`src/design/lrnn_pkg.sv`:
```
// Shared types and constants for the linear recurrent step core
`timescale 1ns / 1ps
`default_nettype none
package lrnn_pkg;
	localparam logic [2:0] OP_WREC = 3'd0;
	localparam logic [2:0] OP_WIN  = 3'd1;
	localparam logic [2:0] OP_BIAS = 3'd2;
	localparam logic [2:0] OP_HID  = 3'd3;
	localparam logic [2:0] OP_X    = 3'd4;

	// Classified command handed from front to back
	typedef struct packed {
		logic [2:0]         op;
		logic [5:0]         row;
		logic [5:0]         col;
		logic signed [15:0] val;
		logic               last;
	} cmd_t;
endpackage
`default_nettype wire

```
`src/design/lrnn_front.sv`:
```
// Front end: accepts transactions, drops invalid ones, queues commands
`timescale 1ns / 1ps
`default_nettype none
module lrnn_front #(
	parameter int HIDDEN = 16,
	parameter int INPUT_WIDTH = 16
) (
	input  wire                  clk,
	input  wire                  arst_n,
	input  wire                  in_valid,
	output logic                 in_stall,
	input  wire [2:0]            operation,
	input  wire [5:0]            row_index,
	input  wire [5:0]            column_index,
	input  wire signed [15:0]    item_value,
	input  wire                  vector_end,
	output logic                 cmd_valid,
	output lrnn_pkg::cmd_t       cmd,
	input  wire                  cmd_take
);
	localparam int QD = 4;
	lrnn_pkg::cmd_t q_mem [QD];
	logic [1:0] wr_q, rd_q;
	logic [2:0] cnt_q;
	logic keep, acc;
	lrnn_pkg::cmd_t c;

	always_comb begin
		c.op = operation;
		c.row = row_index;
		c.col = column_index;
		c.val = item_value;
		c.last = vector_end;
		keep = 1'b0;
		case (operation)
			lrnn_pkg::OP_WREC: keep = (32'(row_index) < HIDDEN) && (32'(column_index) < HIDDEN);
			lrnn_pkg::OP_WIN: keep = (32'(row_index) < HIDDEN)
				&& (32'(column_index) < INPUT_WIDTH);
			lrnn_pkg::OP_BIAS, lrnn_pkg::OP_HID: keep = 32'(row_index) < HIDDEN;
			lrnn_pkg::OP_X: keep = (32'(column_index) < INPUT_WIDTH) || vector_end;
			default: keep = 1'b0;
		endcase
	end

	assign in_stall = (cnt_q == 3'(QD));
	assign acc = in_valid && !in_stall && keep;
	assign cmd_valid = (cnt_q != 3'd0);
	assign cmd = q_mem[rd_q];

	always_ff @(posedge clk) begin
		if (acc) q_mem[wr_q] <= c;
	end

	always_ff @(posedge clk or negedge arst_n) begin
		if (!arst_n) begin
			wr_q <= '0;
			rd_q <= '0;
			cnt_q <= '0;
		end else begin
			if (acc) wr_q <= wr_q + 2'd1;
			if (cmd_take) rd_q <= rd_q + 2'd1;
			cnt_q <= cnt_q + 3'(acc) - 3'(cmd_take);
		end
	end
endmodule
`default_nettype wire

```
`config.mk`:
```
export PLATFORM = sky130hd
export DESIGN_NAME = lrnn_front
export DESIGN_NICKNAME = d
export VERILOG_FILES = /design/src/design/lrnn_pkg.sv /design/src/design/lrnn_front.sv
export SDC_FILE = /design/constraint.sdc
export NUM_CORES = 1
export LEC_CHECK = 0
export BUFFER_PORTS_ARGS = -buffer_cell sky130_fd_sc_hd__buf_2
export CAP_MARGIN = 40
export CELL_PAD_IN_SITES_DETAIL_PLACEMENT = 1
export CELL_PAD_IN_SITES_GLOBAL_PLACEMENT = 1
export CORE_ASPECT_RATIO = 1.75
export CORE_MARGIN = 3
export CORE_UTILIZATION = 33
export CTS_CLUSTER_DIAMETER = 60
export DETAILED_ROUTE_END_ITERATION = 16
export GPL_TIMING_DRIVEN = 1
export PLACE_DENSITY_LB_ADDON = 0.1
export SLEW_MARGIN = 20
export SYNTH_ARGS = -nofsm -noshare
export SYNTH_HDL_FRONTEND = slang
export SYNTH_SLANG_ARGS = --single-unit
```
`constraint.sdc`:
```
create_clock -name clk -period 3.5 [get_ports clk]
set_input_delay 0.7 -clock clk [delete_from_list [all_inputs] [get_ports clk]]
set_output_delay 0.7 -clock clk [all_outputs]
set_load 0.03 [all_outputs]
```
==> flow_metrics.tcl <==
set metrics [dict create \
    outcome "completed" \
    post_cts_resize_count 0 \
    syn-instance-count 207 \
    worstSetupEndpointType "primary output" \
    final.period_utilization_pct 79.22 \
    grtUsageTotal_pct 12.40 \
    netlist_top_cells_area "edfxtp_1 76%, mux4_2 14%, dfrtp_1 3.5%" \
    drv_slew 0 \
    layout.cells.most_common "edfxtp_1" \
    maxCapViolCount 0 \
    syn_area_mm2 0.005069 \
    clock-sinks 135 \
    cellPowerDensity_mw_per_mm2 808.3 \
    die_h_um 169.9 \
    part_of_the_yosys_area_used_for_sequential_elements_pct 79.29 \
    gp_congestion 0.6679 \
    finClkSkew_ps 6.518 \
    yosys_warnings 0 \
    layout.cells.most_common_list "128 x edfxtp_1, 69 x buf_2, 32 x mux4_2" \
    critical_path_required_ps 2800 \
    finish.net_count 336 \
    grt_pass1_vias 2724 \
    cts-htree-levels 4 \
    leakage_power_of_the_design_nw 2.150 \
    tritoncts "yes" \
    finish.utilization_pct 41.68 \
    cts_hold_bufs 0 \
    grt_start_max_net_pins 33 \
    hpwl_dp_um 5966 \
    routed_wire_length_per_instance_um 19.86 \
    synth_top_area_share_pct 75.83 \
    drt_wl_total_um 9711 \
    rsz0062_at_grt "false" \
    initialDrtViolationCount 159 \
    detail_route.first_pass.iterations 4 \
    timing.slew.headroom_pct 64.02 \
    share_of_post_route_cells_with_drive_strength_above_1_pct 47.71 \
    total_power_mw 5.049 \
    cts_buffers 17 \
    hp-class "primary input to asynchronous set/reset pin" \
    synthesis.nets 250 \
    max_clock_freq_mhz 360.7 \
    worst_skew_pair.late_latency_ps 400 \
    initial_core_util_pct 33.82 \
    pwr-share-seq_pct 39.4 \
    final_cell_count_no_fill 489 \
    tightest_slew_ps 539.6 \
    setup_viol_count_final 0 \
    io_buffer_count 69 \
    arrival_ps 2070 \
    critical_path_peak_fanout 23 \
    power.internal_mw 3.444 \
    netSwitchingPower_mw 1.604 \
    drc 0 \
    timing.setup.critical_path_class "flip-flop to primary output" \
    flow.area_growth_from_synthesis_pct 23.23 \
    grt_antenna_before_repair 1 \
    ir_drop_v 0.0002968 \
    grt_first_pass_wirelength_um 15360 \
    dp.cells 457 \
    switching_share_pct 31.78 \
    clk_root_buffer_cell "clkbuf_16" \
    cts_post_setup_buffers_inserted 0 \
    detailroute.via_count 2334 \
    final.setup.tns_ps 0 \
    clkSlewWorstSetupHoldPaths_ps 60 \
    yosysUniqueCellTypes 21 \
    die_w_um 99.69 \
    insertedDiodeCount 0 \
    hold_violations 0 \
    power_frac_clock_pct 31.8 \
    gr-total-overflow 0 \
    netlist.top_cell.by_area "edfxtp_1" \
    antenna_left 0 \
    min_period_ps 2773 \
    die_area_mm2 0.01694 \
    share_comb_of_total_power_pct 28.8 \
    syn-mean-instance-area_um2 24.49 \
    avgViaCountPerCell 4.773 \
    critPathLaunchType "flip-flop" \
    core-area_mm2 0.01499 \
    io_pins 70 \
    max-clock-path-buffers 2 \
    synthesized_flop_and_latch_total 135 \
    num_rows 59 \
]
-- routing by layer --
layer | track usage, % | part of all wire, %
met1 | 13.93 | 39
met2 | 21.78 | 56
met3 | 3.815 | 4.1
met4 | 4.816 | 0.78
met5 | 0 | 0.20
-- power by group through the flow --
stage | sequential, mW | clock, mW | combinational (mW)
global placement | 2.03 | 0 | 1.50
detailed placement | 2.03 | 0 | 1.50
finish | 1.99 | 1.61 | 1.45
global route | 2.01 | 1.73 | 1.57
floorplan | 1.94 | 0 | 1.14
CTS | 2.00 | 1.66 | 1.51
-- layout make-up --
cell class                 count  area (um2)
tap                          183       229.0
clock inverter                13       107.6
fill                        1431        8740
clock buffer                  19       432.9
sequential                   135        4020
multi-input combinational     58       980.9
inverter                       6       22.52
timing repair buffer          75       452.9
-- through the flow --
step | hold slack (ps) | setup slack, ps | instance area, um2
after CTS | 117.6 | 631.1 | 6246
after detailed placement | 497.5 | 525.7 | 5705
after floorplan | 404.4 | 935.0 | 5069
after global routing | 121.7 | 569.4 | 6246
after global placement | 501.0 | 555.0 | 5705
final | 132.0 | 727.3 | 6246
-- logic make-up after synthesis --
| family | synth area share [%] |
|---|---|
| flip-flops | 79.29 |
| multiplexers | 14.51 |
| buffers and inverters | 1.358 |
| AND/OR/NAND/NOR | 1.851 |
| adder cells (fa/ha/maj) | 1.876 |
| XOR/XNOR | 0.8639 |
| AO/OA/AOI/OAI | 0.2468 |
-- flip-flops by register name, indices dropped and copies added (netlist names) --
signal	count
q_mem	128
cnt_q	3
rd_q	2
wr_q	2
-- cell usage after synthesis --
cell type	instances
a211oi_1	1
a21oi_1	1
and2_2	4
buf_2	4
buf_4	3
clkbuf_1	1
dfrtp_1	7
edfxtp_1	128
fa_1	1
ha_1	6
inv_1	6
mux2_4	1
mux4_2	32
nand2_1	1
nor2_1	2
nor3_2	1
nor3b_2	1
nor4b_4	1
or3_1	1
xnor2_1	4
xor2_1	1
-- final timing paths --
path,start,cells after the start,to,slack (ps)
max in group asynchronous,arst_n,1,rd_q[0]$_DFFE_PN0P_,3180
setup reg to reg,cnt_q[2]$_DFF_PN0_,10,cnt_q[2]$_DFF_PN0_,1110
setup / recovery,rd_q[0]$_DFFE_PN0P_,3,cmd[30],730
hold / removal,arst_n,1,cnt_q[0]$_DFF_PN0_,130
min in group clk,cnt_q[2]$_DFF_PN0_,1,cnt_q[2]$_DFF_PN0_,500
hold reg to reg,cnt_q[2]$_DFF_PN0_,1,cnt_q[2]$_DFF_PN0_,500
-- critical path, stage by stage (launching register included) --
cell     delay, ps
dfrtp_2        630
buf_12         290
mux4_2         550
buf_2          200
(Power assumes the default switching activity.)
